## config.mk

```make
export PLATFORM = sky130hd
export DESIGN_NAME = motor_feedback_turn_tracker
export DESIGN_NICKNAME = d
export VERILOG_FILES = /design/src/sv/mftt_pkg.sv /design/src/sv/motor_feedback_turn_tracker.sv
export SDC_FILE = /design/constraint.sdc
export NUM_CORES = 1
export LEC_CHECK = 0
export ABC_CLOCK_PERIOD_IN_PS = 18500
export BUFFER_PORTS_ARGS = -buffer_cell sky130_fd_sc_hd__buf_2
export CAP_MARGIN = 20
export CORE_UTILIZATION = 55
export CTS_CLUSTER_DIAMETER = 50
export DETAILED_ROUTE_END_ITERATION = 16
export GPL_TIMING_DRIVEN = 0
export PLACE_DENSITY = 0.73
export SYNTH_ARGS = -nofsm -noshare
export SYNTH_HDL_FRONTEND = slang
export SYNTH_SLANG_ARGS = --single-unit
export TNS_END_PERCENT = 30
```

## constraint.sdc

```tcl
create_clock -name clk_i -period 18.5 [get_ports clk_i]
set_input_delay 3.7 -clock clk_i [delete_from_list [all_inputs] [get_ports clk_i]]
set_output_delay 3.7 -clock clk_i [all_outputs]
set_load 0.02 [all_outputs]
```

## src/sv/mftt_pkg.sv

```systemverilog
// Shared types and constants for the motor feedback turn tracker.
// No dependencies; used by motor_feedback_turn_tracker.
package mftt_pkg;

  localparam int unsigned IdW      = 11;
  localparam int unsigned AngW     = 16;
  localparam int unsigned CntW     = 6;
  localparam int unsigned CurW     = 14;
  localparam int unsigned TurnW    = 32;
  localparam int unsigned TotW     = 46;
  localparam int unsigned CfgIdxW  = 2;
  localparam int unsigned CfgDataW = 11;

  localparam logic [CfgIdxW-1:0] CFG_BASE_ID     = 2'd0;
  localparam logic [CfgIdxW-1:0] CFG_INIT_FRAMES = 2'd1;

  localparam logic [IdW-1:0]  BASE_ID_RST     = 11'd513;
  localparam logic [CntW-1:0] INIT_FRAMES_RST = 6'd50;
  localparam logic [CntW-1:0] CNT_MAX         = 6'd63;

  // unwrap thresholds in angle counts, half of the 8192 counts per turn
  localparam logic signed [AngW:0] STEP_HI = 17'sd4096;
  localparam logic signed [AngW:0] STEP_LO = -17'sd4096;

  // reciprocal for divide by 5 on magnitudes up to 2^16
  localparam logic [16:0] RECIP5  = 17'd52429;
  localparam int unsigned RECIP_SH = 18;

  // per-motor record kept in the state memory
  typedef struct packed {
    logic [CntW-1:0]         cnt;
    logic [AngW-1:0]         angle;
    logic [AngW-1:0]         offset;
    logic [TurnW-1:0]        turns;
    logic [15:0]             speed;
    logic [CurW-1:0]         current;
    logic [7:0]              temp;
    logic [TotW-1:0]         total;
  } rec_t;

endpackage

```

## src/sv/motor_feedback_turn_tracker.sv

```systemverilog
// Motor feedback turn tracker: per-motor multi-turn angle unwrap.
// Depends on mftt_pkg (types, widths, constants).
//
// Usage:
//   Input channel (in_valid_i/in_ready_o) takes one feedback frame item per
//   cycle while in_ready_o is high: identifier, raw angle, speed, current,
//   temperature. The motor index is frame_id_i - base_id; frames outside
//   0..MOTOR_COUNT-1 are accepted and dropped without a result.
//   Output channel (out_valid_o/out_ready_i) gives one result item per
//   served frame, from the stage 1 register through the output register.
//   It carries the low motor index bit and the stored record of that motor
//   after the update (all but cnt and offset), plus the in-init flag.
//   Config channel (cfg_valid_i/cfg_ready_o) is always ready; index 0 is
//   base_id, index 1 is init_frames, other indices are ignored.
// Throughput: one item per cycle sustained while the output register is
//   not held. Stage 0 issues the memory read (and does the divide by -5 on
//   the current); stage 1 does the read-modify-write. A write to the same
//   motor in the cycle of a read is forwarded from the write-back register.
// Stall: when the output register is full and not taken, stage 1 holds; if
//   stage 1 holds an item, in_ready_o drops in that same cycle. Nothing is lost.
// Reset: config returns to defaults, all per-entry valid bits clear so every
//   motor reads as an all-zero record; no clearing pass is needed.
module motor_feedback_turn_tracker #(
  parameter int unsigned MOTOR_COUNT = 2
) (
  input  logic                          clk_i,
  input  logic                          rst_ni,

  input  logic                          in_valid_i,
  output logic                          in_ready_o,
  input  logic [10:0]                   frame_id_i,
  input  logic [15:0]                   angle_raw_i,
  input  logic signed [15:0]            speed_raw_i,
  input  logic signed [15:0]            current_raw_i,
  input  logic [7:0]                    temp_raw_i,

  output logic                          out_valid_o,
  input  logic                          out_ready_i,
  output logic                          motor_index_o,
  output logic                          in_init_o,
  output logic [15:0]                   angle_now_o,
  output logic signed [15:0]            speed_now_o,
  output logic signed [13:0]            current_now_o,
  output logic [7:0]                    temp_now_o,
  output logic signed [31:0]            turns_o,
  output logic signed [45:0]            multiturn_pos_o,

  input  logic                          cfg_valid_i,
  output logic                          cfg_ready_o,
  input  logic [mftt_pkg::CfgIdxW-1:0]  cfg_index_i,
  input  logic [mftt_pkg::CfgDataW-1:0] cfg_data_i
);

  localparam int unsigned IdxW = (MOTOR_COUNT > 1) ? $clog2(MOTOR_COUNT) : 1;

  // ---------------- configuration ----------------
  logic [mftt_pkg::IdW-1:0]  base_id_q;
  logic [mftt_pkg::CntW-1:0] init_frames_q;

  assign cfg_ready_o = 1'b1;

  always_ff @(posedge clk_i or negedge rst_ni) begin
    if (!rst_ni) begin
      base_id_q     <= mftt_pkg::BASE_ID_RST;
      init_frames_q <= mftt_pkg::INIT_FRAMES_RST;
    end else if (cfg_valid_i) begin
      case (cfg_index_i)
        mftt_pkg::CFG_BASE_ID:     base_id_q     <= cfg_data_i[mftt_pkg::IdW-1:0];
        mftt_pkg::CFG_INIT_FRAMES: init_frames_q <= cfg_data_i[mftt_pkg::CntW-1:0];
        default: ;
      endcase
    end
  end

  // ---------------- stage 0: decode, divide, memory read ----------------
  logic                      in_acc;
  logic [mftt_pkg::IdW:0]    id_diff;
  logic                      id_hit;
  logic [IdxW-1:0]           in_idx;
  logic [16:0]               cur_mag;
  logic [33:0]               cur_prod;
  logic [12:0]               cur_quot;
  logic [mftt_pkg::CurW-1:0] cur_val;

  logic                      s1_vld_q;
  logic                      s1_adv;
  logic                      wr_en;

  assign s1_adv     = !out_valid_o || out_ready_i;
  assign in_ready_o = !s1_vld_q || s1_adv;
  assign in_acc     = in_valid_i && in_ready_o;

  // unsigned compare handles ids below the base: the borrow sets the top bit
  assign id_diff = {1'b0, frame_id_i} - {1'b0, base_id_q};
  assign id_hit  = (id_diff < (mftt_pkg::IdW+1)'(MOTOR_COUNT));
  assign in_idx  = id_diff[IdxW-1:0];

  // |raw| / 5 by reciprocal, sign flipped (divide by -5, toward zero)
  assign cur_mag  = current_raw_i[15] ? (17'd0 - {current_raw_i[15], current_raw_i})
                                      : {1'b0, current_raw_i};
  assign cur_prod = cur_mag * mftt_pkg::RECIP5;
  assign cur_quot = cur_prod[mftt_pkg::RECIP_SH +: 13];
  assign cur_val  = current_raw_i[15] ? {1'b0, cur_quot}
                                      : (mftt_pkg::CurW'(0) - {1'b0, cur_quot});

  // stage 1 payload
  logic [IdxW-1:0]           s1_idx_q;
  logic [mftt_pkg::AngW-1:0] s1_ang_q;
  logic [15:0]               s1_speed_q;
  logic [mftt_pkg::CurW-1:0] s1_cur_q;
  logic [7:0]                s1_temp_q;
  logic                      s1_fwd_q;
  logic                      s1_rvld_q;

  // state memory and write-back register
  mftt_pkg::rec_t            mem_q [MOTOR_COUNT];
  mftt_pkg::rec_t            rdata_q;
  mftt_pkg::rec_t            wb_q;
  mftt_pkg::rec_t            new_rec;
  logic [MOTOR_COUNT-1:0]    ent_vld_q;

  always_ff @(posedge clk_i or negedge rst_ni) begin
    if (!rst_ni) begin
      s1_vld_q  <= 1'b0;
      ent_vld_q <= '0;
    end else begin
      if (in_ready_o) s1_vld_q <= in_acc && id_hit;
      if (wr_en)      ent_vld_q[s1_idx_q] <= 1'b1;
    end
  end

  always_ff @(posedge clk_i) begin
    if (in_acc) begin
      s1_idx_q   <= in_idx;
      s1_ang_q   <= angle_raw_i;
      s1_speed_q <= speed_raw_i;
      s1_cur_q   <= cur_val;
      s1_temp_q  <= temp_raw_i;
      rdata_q    <= mem_q[in_idx];
      s1_rvld_q  <= ent_vld_q[in_idx];
      // same motor written this edge: take it from the write-back register
      s1_fwd_q   <= wr_en && (s1_idx_q == in_idx);
    end
    if (wr_en) begin
      mem_q[s1_idx_q] <= new_rec;
      wb_q            <= new_rec;
    end
  end

  // ---------------- stage 1: read-modify-write ----------------
  mftt_pkg::rec_t              cur_rec;
  logic                        init;
  logic signed [mftt_pkg::AngW:0] step;
  logic [mftt_pkg::TurnW-1:0]  turns_nx;
  logic [mftt_pkg::TotW-1:0]   total_nx;

  assign wr_en = s1_vld_q && s1_adv;

  always_comb begin
    if (s1_fwd_q)       cur_rec = wb_q;
    else if (s1_rvld_q) cur_rec = rdata_q;
    else                cur_rec = '0;

    init = (cur_rec.cnt <= init_frames_q);
    step = $signed({1'b0, s1_ang_q}) - $signed({1'b0, cur_rec.angle});

    turns_nx = cur_rec.turns;
    if (step > mftt_pkg::STEP_HI)      turns_nx = cur_rec.turns - 32'd1;
    else if (step < mftt_pkg::STEP_LO) turns_nx = cur_rec.turns + 32'd1;

    total_nx = {{1{turns_nx[31]}}, turns_nx, 13'd0}
             + {30'd0, s1_ang_q} - {30'd0, cur_rec.offset};

    new_rec       = cur_rec;
    new_rec.cnt   = (cur_rec.cnt < mftt_pkg::CNT_MAX) ? cur_rec.cnt + 6'd1 : cur_rec.cnt;
    new_rec.angle = s1_ang_q;
    if (init) begin
      new_rec.offset = s1_ang_q;
    end else begin
      new_rec.speed   = s1_speed_q;
      new_rec.current = s1_cur_q;
      new_rec.temp    = s1_temp_q;
      new_rec.turns   = turns_nx;
      new_rec.total   = total_nx;
    end
  end

  // ---------------- output register ----------------
  logic out_vld_q;
  assign out_valid_o = out_vld_q;

  always_ff @(posedge clk_i or negedge rst_ni) begin
    if (!rst_ni) begin
      out_vld_q <= 1'b0;
    end else if (s1_adv) begin
      out_vld_q <= s1_vld_q;
    end
  end

  always_ff @(posedge clk_i) begin
    if (wr_en) begin
      motor_index_o   <= s1_idx_q[0];
      in_init_o       <= init;
      angle_now_o     <= new_rec.angle;
      speed_now_o     <= new_rec.speed;
      current_now_o   <= new_rec.current;
      temp_now_o      <= new_rec.temp;
      turns_o         <= new_rec.turns;
      multiturn_pos_o <= new_rec.total;
    end
  end

  // ---------------- assertions ----------------
  a_stall_blocks_input: assert property (@(posedge clk_i) disable iff (!rst_ni)
    s1_vld_q && out_vld_q && !out_ready_i |-> !in_ready_o)
    else $error("input taken while stage 1 is stalled");

  a_write_sets_valid: assert property (@(posedge clk_i) disable iff (!rst_ni)
    wr_en |=> ent_vld_q[$past(s1_idx_q)])
    else $error("written entry not marked valid");

  a_new_result_from_s1: assert property (@(posedge clk_i) disable iff (!rst_ni)
    out_vld_q && !$past(out_vld_q) |-> $past(s1_vld_q))
    else $error("result appeared without a stage 1 item");

  a_fwd_source_valid: assert property (@(posedge clk_i) disable iff (!rst_ni)
    s1_vld_q && s1_fwd_q |-> ent_vld_q[s1_idx_q])
    else $error("forwarded from an entry never written");

endmodule
```

==> summary.md, run 1 <==
| Metric | Value |
|---|---|
| Outcome | `complete, no violations` |
| Hold Vio Cnt, Final | `0` |
| Post-synth EDFFs | `675` |
| Clk pin slew, worst setup/hold paths | `60 ps` |
| Antenna-violating nets left | `0` |
| Final Cycle Share | `68.7%` |
| Core ar. | `67400 sq um` |
| Reg area | `20800 sq um` |
| Cells after synthesis | `2938` |
| # hold bufs at CTS | `0` |
| Worst skew pair latency | `630 ps` |
| Gpl congestion | `0.961` |
| Number of port buffers | `220` |
| Routed WL | `93.4 mm` |
| Fmax | `0.0786 GHz` |
| Filler Cells Inserted | `5092` |
| CP Max Fanout | `10` |
| Initial core utilization | `55.8%` |
| Largest net degree at the start of global routing | `86` |
| Grt total ovfl | `0` |
| Peak supply drop | `0.255 mV` |
| Setup TNS | `0 ps` |
| Minimum clock period | `12720 ps` |
| MaxCap Viol Count | `0` |
| Placed cell areas | `40200 sq um` |
| Hold Crit Start | `ent_vld_q[0]` |
| H-tree depth | `3` |
| Setup violators final | `0` |
| Sink Count | `696` |
| Hpwl dp | `67.1 mm` |
| Slowest CP cell | `clkbuf_1` |
| Syn Area/Cell | `12.8 sq um` |
| CP startpoint | `s1_fwd_q` |
| Setup Crit Path Kind | `reg -> reg` |
| Iter 0 DRT Violations | `2360` |
| Slew margin rel. | `25.0%` |
| Via-to-Cell Ratio | `5.92` |
| Async SR Flop Fraction | `3.02%` |
| Overall Global Routing Usage | `27.0%` |
| Post-place setup slack | `5890 ps` |
| Worst Clk Skew | `45.7 ps` |
| Antenna violations before repair | `2` |
| Unrepaired setup endpoints after global routing | `no` |
| Seq/Total Area, Yosys | `55.3%` |
| Die Ht | `263 microns` |
| Multi-input logic area | `14500 sq um` |
| Clock root cell | `clkbuf_16` |
| Distinct cells, synth | `87` |
| Synthesized flop and latch total | `696` |
| Final core occ | `63.4%` |
| Die X | `263 microns` |
| Share of cells above drive strength 1 | `20.8%` |
| CTS tree | `done` |
| Post-Layout Cell Count | `4197` |
| Netlist Area Pre-Place | `37600 sq um` |
| Io pins | `222` |
| Die ar. | `69400 sq um` |
| Hold Slack | `467 ps` |
| Via count | `24900` |
| Cts bufs inserted | `80` |
| Most frequent CP cell | `clkbuf_1` |
| CTS Buffer Depth | `3` |
| Max-slew violations | `0` |
| Final Cell Area | `42700 sq um` |
| Synth warn | `0` |
| Total power | `6.58 mW` |
| Largest stage delay, worst path | `890 ps` |
| Vias in the first global route | `25400` |
| First-pass DRT Iterations | `5` |
| Diode count | `0` |
| CP required | `18800 ps` |
| Worst EP arrival | `13020 ps` |
| Placed Cells | `4052` |
| PnR worst setup slack | `5780 ps` |
| WL per Instance | `22.3 microns` |
| Crit. End Element | `flip-flop` |
| Startpoint types | `flip-flop` |
| Pwr/cell area | `154 nW/um^2` |
| Final Net Count | `3656` |
| Worst R2R Start | `s1_fwd_q` |
| DR DRC count | `0` |
| Row Count | `95` |
| Hold/Removal Path Class | `reg -> reg` |
| Post-CTS sizing | `0` |
| Worst Tran Pin Value | `1130 ps` |
| Static leakage | `16.6 nW` |
| Setup Buffers After CTS | `0` |
| Top_reg_cell synth | `edfxtp_1` |
| Area growth syn-to-layout | `13.7%` |
| First-pass GRT wire length | `145 mm` |
==> Yosys cell counts (17+ instances only) <==
| cell | count | area share, % |
|---|---|---|
| xor2_1 | 78 | 1.8 |
| nand2b_1 | 26 | 0.43 |
| and3_1 | 17 | 0.28 |
| nand2_1 | 117 | 1.2 |
| a211oi_1 | 17 | 0.34 |
| buf_4 | 137 | 2.7 |
| edfxtp_1 | 675 | 54 |
| a22oi_1 | 62 | 1.2 |
| nor3_1 | 36 | 0.48 |
| a21oi_1 | 129 | 1.7 |
| nor2_1 | 165 | 1.6 |
| xnor2_1 | 103 | 2.4 |
| clkbuf_1 | 85 | 0.85 |
| nand3_1 | 51 | 0.68 |
| fa_1 | 92 | 4.9 |
| o21ai_0 | 109 | 1.5 |
| a21o_1 | 39 | 0.78 |
| ha_1 | 218 | 7.3 |
| a221oi_1 | 76 | 1.8 |
| mux2_2 | 164 | 4.9 |
| inv_1 | 253 | 2.5 |
==> path summary, 6_finish.rpt <==
path / end / slack [ps] / cells after the start
hold / removal: ent_vld_q[0] / 470 / 1
setup / recovery: mem_q[0][45] / 5780 / 34
hold reg to reg: ent_vld_q[0] / 470 / 1
min in group asynchronous: base_id_q[10] / 3030 / 1
max in group asynchronous: init_frames_q[5] / 15110 / 1
setup reg to reg: mem_q[0][45] / 5780 / 34
==> cells in the final DEF (no fill, tap or decap), types with 109 or more instances in the layout <==
cell type,netlist,routed
edfxtp_1,675,675
a21oi_1,129,129
buf_2,7,227
nor2_1,165,164
ha_1,218,218
o21ai_0,109,109
buf_4,137,138
inv_1,253,252
mux2_2,164,164
nand2_1,117,117
==> registers in the layout (all words and copies together) (netlist names), 2 cells and up <==
signal,cells
mem_q,308
rdata_q,154
multiturn_pos_o,46
turns_o,32
wb_q,22
angle_now_o,16
s1_ang_q,16
s1_speed_q,16
speed_now_o,16
current_now_o,14
s1_cur_q,14
base_id_q,11
s1_temp_q,8
temp_now_o,8
init_frames_q,6
ent_vld_q,2
==> worst max-delay path, delay by kind of cell (launching register included) <==
kind | cells | cell delay, ps
buffers and inverters | 12 | 4980
AO/OA/AOI/OAI | 12 | 4370
adder cells (fa/ha/maj) | 3 | 1180
AND/OR/NAND/NOR | 5 | 890
multiplexers | 1 | 370
flip-flops | 1 | 320
XOR/XNOR | 1 | 250
==> kinds of logic (layout without fill, tap and decap cells) <==
logic type,after synthesis,after routing,share of synthesized area [%]
XOR/XNOR,181,181,4.22
AO/OA/AOI/OAI,576,576,10.4
adder cells (fa/ha/maj),310,310,12.2
buffers and inverters,494,875,6.32
multiplexers,168,168,5.02
other,2,7,0.0200
flip-flops,696,696,55.3
AND/OR/NAND/NOR,511,511,6.56
==> power by group <==
part / switching (mW) / internal (mW)
combinational: 1.88 / 1.22
clock: 0.647 / 0.864
sequential: 0.0285 / 1.93
==> cell type report <==
class	count	share of cell area (%)
plain buffers	241	3.34
clock buffers	101	4.92
clock inverters	44	0.981
inverters	253	2.24
multi-input cells	1753	33.8
flip-flops and latches	696	48.7
well taps	873	2.56
repair buffers	236	3.47
==> routing by layer <==
layer	share of wire, %	routed length, microns	global-route usage, %
met2	48	44900	44.5
met3	5.9	5500	3.44
met5	0	0	0
met4	2.9	2690	8.57
met1	43	40300	37.3
Note: power is estimated with default switching activity, not from simulation.
==> run 2, diff against run 1 <==
Settings changed: ABC_CLOCK_PERIOD_IN_PS 18500 to 12000.
Clock period 18.5 ns to 12 ns, I/O delays scaled along.
==> summary.md, run 2 (synthesis results as in run 1) <==
| Metric | Value |
|---|---|
| Outcome | `complete, no violations` |
| Reg-to-reg setup timing slack | `690 ps (-5100 ps)` |
| H-tree depth | `3 (unchanged)` |
| DR DRC count | `0 (unchanged)` |
| Antenna-violating nets left | `0 (unchanged)` |
| Max-slew violations | `0 (unchanged)` |
| Cts bufs inserted | `80 (unchanged)` |
| Worst skew pair latency | `620 ps (about the same)` |
| Met1 WL | `40.4 mm (+0.14%)` |
| Top reg by flops | `mem_q` |
| Initial core utilization | `55.8% (unchanged)` |
| Largest net degree at the start of global routing | `86 (unchanged)` |
| Unrepaired setup endpoints after global routing | `no` |
| Filler Cells Inserted | `5091 (-0.020%)` |
| Max reg flops | `308 (unchanged)` |
| Worst EP arrival | `11620 ps (-1400 ps)` |
| First-pass DRT Iterations | `5 (unchanged)` |
| Gate power share | `47.2% (about the same)` |
| Startpoint types | `flip-flop` |
| Via-to-Cell Ratio | `5.95 (+0.41%)` |
| Sink Count | `696 (unchanged)` |
| Net switching power | `3.95 mW (+54%)` |
| Static leakage | `16.6 nW (+0.14%)` |
| Final Net Count | `3656 (unchanged)` |
| Final core occ | `63.4% (about the same)` |
| Setup Crit Path Kind | `reg -> reg` |
| Final Cell Area | `42800 sq um (about the same)` |
| Fmax | `0.0884 GHz (+12%)` |
| Worst Clk Skew | `43.3 ps (-2.38 ps)` |
| Sw frac | `38.9% (about the same)` |
| Final Cycle Share | `94.3% (+26 points)` |
| Clock root cell | `clkbuf_16` |
| # hold bufs at CTS | `0 (unchanged)` |
| Minimum clock period | `11310 ps (-1400 ps)` |
| Core ar. | `67400 sq um (unchanged)` |
| Hold Slack | `467 ps (-0.770 ps)` |
| Max Used Layer | `met4` |
| Setup Buffers After CTS | `0 (unchanged)` |
| Slew margin rel. | `29.8% (+4.8 points)` |
| MaxCap Viol Count | `0 (unchanged)` |
| Die ar. | `69400 sq um (unchanged)` |
| Antenna violations before repair | `2 (unchanged)` |
| WL per Instance | `22.3 microns (+0.20%)` |
| Hpwl dp | `67.1 mm (unchanged)` |
| Routed wl met2 | `45.0 mm (+0.19%)` |
| First-pass GRT wire length | `145 mm (unchanged)` |
| Leading cell types in the layout, fill and taps excluded | `edfxtp_1, inv_1, buf_2, ha_1` |
| Total power | `10.1 mW (+54%)` |
| Slowest CP cell | `nor3b_2` |
| Setup violators final | `0 (unchanged)` |
| Hold/Removal Path Class | `reg -> reg` |
| Die X | `263 microns (unchanged)` |
| Die Ht | `263 microns (unchanged)` |
| CTS tree | `done` |
| CTS Buffer Depth | `3 (unchanged)` |
| Regs by FF count | `mem_q (308), rdata_q (154), multiturn_pos_o (46)` |
| Buf/Inv on CP | `11 (-1)` |
| Largest stage delay, worst path | `720 ps (-170 ps)` |
| CP required | `12310 ps (-6490 ps)` |
| Crit. End Element | `flip-flop` |
| Grt total ovfl | `0 (unchanged)` |
| Wire length on met3 | `5.55 mm (+0.85%)` |
| Overall Global Routing Usage | `27.0% (unchanged)` |
| Number of port buffers | `220 (unchanged)` |
| Multi-input logic area | `14500 sq um (about the same)` |
| Clock power frac | `22.9% (about the same)` |
| Via count | `25000 (+0.41%)` |
| Hold Vio Cnt, Final | `0 (unchanged)` |
| Pwr/cell area | `237 nW/um^2 (+54%)` |
| Diode count | `0 (unchanged)` |
| Crit-path leading delay family | `compound AO/OA/AOI/OAI gates` |
| Most common cell after layout, fill and taps aside | `edfxtp_1` |
| CP Max Fanout | `10 (unchanged)` |
| Gpl congestion | `0.961 (unchanged)` |
| Vias in the first global route | `25400 (unchanged)` |
| Routed WL | `93.6 mm (+0.20%)` |
| Clk pin slew, worst setup/hold paths | `60 ps (about the same)` |
| Seq pwr share | `29.8% (about the same)` |
| Internal power | `6.20 mW (+54%)` |
| Iter 0 DRT Violations | `2244 (-4.9%)` |
| Share of cells above drive strength 1 | `21.1% (+0.24 points)` |
| Peak supply drop | `0.390 mV (+53%)` |
| Row Count | `95 (unchanged)` |
| Area growth syn-to-layout | `13.7% (about the same)` |
| Worst Tran Pin Value | `1050 ps (-71.9 ps)` |
| Io pins | `222 (unchanged)` |
| Placed cell areas | `40200 sq um (unchanged)` |
| Reg area | `20800 sq um (unchanged)` |
==> run 2: cell counts in the layout (fill, tap and decap cells not counted) <==
No cell type changed its count.
==> run 2: layout make-up <==
class / instances / share of cell area [%]
sequential: 696 / 48.7
clock inverter: 44 / 0.980
inverter: 253 / 2.24
clock buffer: 101 / 4.92
tap: 873 / 2.55
multi-input combinational: 1753 / 33.8
buffer: 241 / 3.36
timing repair buffer: 236 / 3.47
==> run 2: per-layer routing <==
layer / track usage [%] / vias up
li1: - / 11400
met1: 37.3 / 12500
met2: 44.5 / 959
met3: 3.44 / 160
met4: 8.57 / 0
met5: 0 / -
==> run 2: metrics by stage <==
stage,worst slack (ps),instances,setup TNS [ps]
6_report,687,4197,0
5_1_grt,115,4197,0
4_1_cts,149,4197,0
3_5_place_dp,-466,4052,-1410
3_3_place_gp,-3200,4036,-458490
2_1_floorplan,2150,2943,0
==> run 2: power by group through the flow <==
stage / logic, mW / clock network, mW / registers, mW
floorplan: 3.59 / 0 / 3.06
global placement: 4.51 / 0 / 3.08
detailed placement: 4.71 / 0 / 3.07
CTS: 4.76 / 2.37 / 3.02
global route: 5.37 / 2.45 / 3.03
finish: 4.79 / 2.33 / 3.02
==> run 2: path summary, 6_finish.rpt <==
check / end / cells after the start / from
min: ent_vld_q[0] / 1 / ent_vld_q[0]
max in group asynchronous: init_frames_q[1] / 1 / rst_ni
min reg2reg: ent_vld_q[0] / 1 / ent_vld_q[0]
max: mem_q[0][45] / 32 / s1_fwd_q
min in group asynchronous: base_id_q[10] / 1 / rst_ni
max reg2reg: mem_q[0][45] / 32 / s1_fwd_q
==> run 2: worst register-to-register path, delay by kind of cell, from the launching register on <==
family / cells / cell delay (ps)
buf+inv: 11 / 3880
simple gates: 4 / 1240
xor+xnor: 1 / 190
fa+ha+maj: 3 / 1230
compound gates: 13 / 4140
flops: 1 / 320
==> run 2: repair_timing <==
action,4_1_cts,5_1_grt
resized for setup,3,13
cloned,0,0
endpoints found under the setup margin,6,28
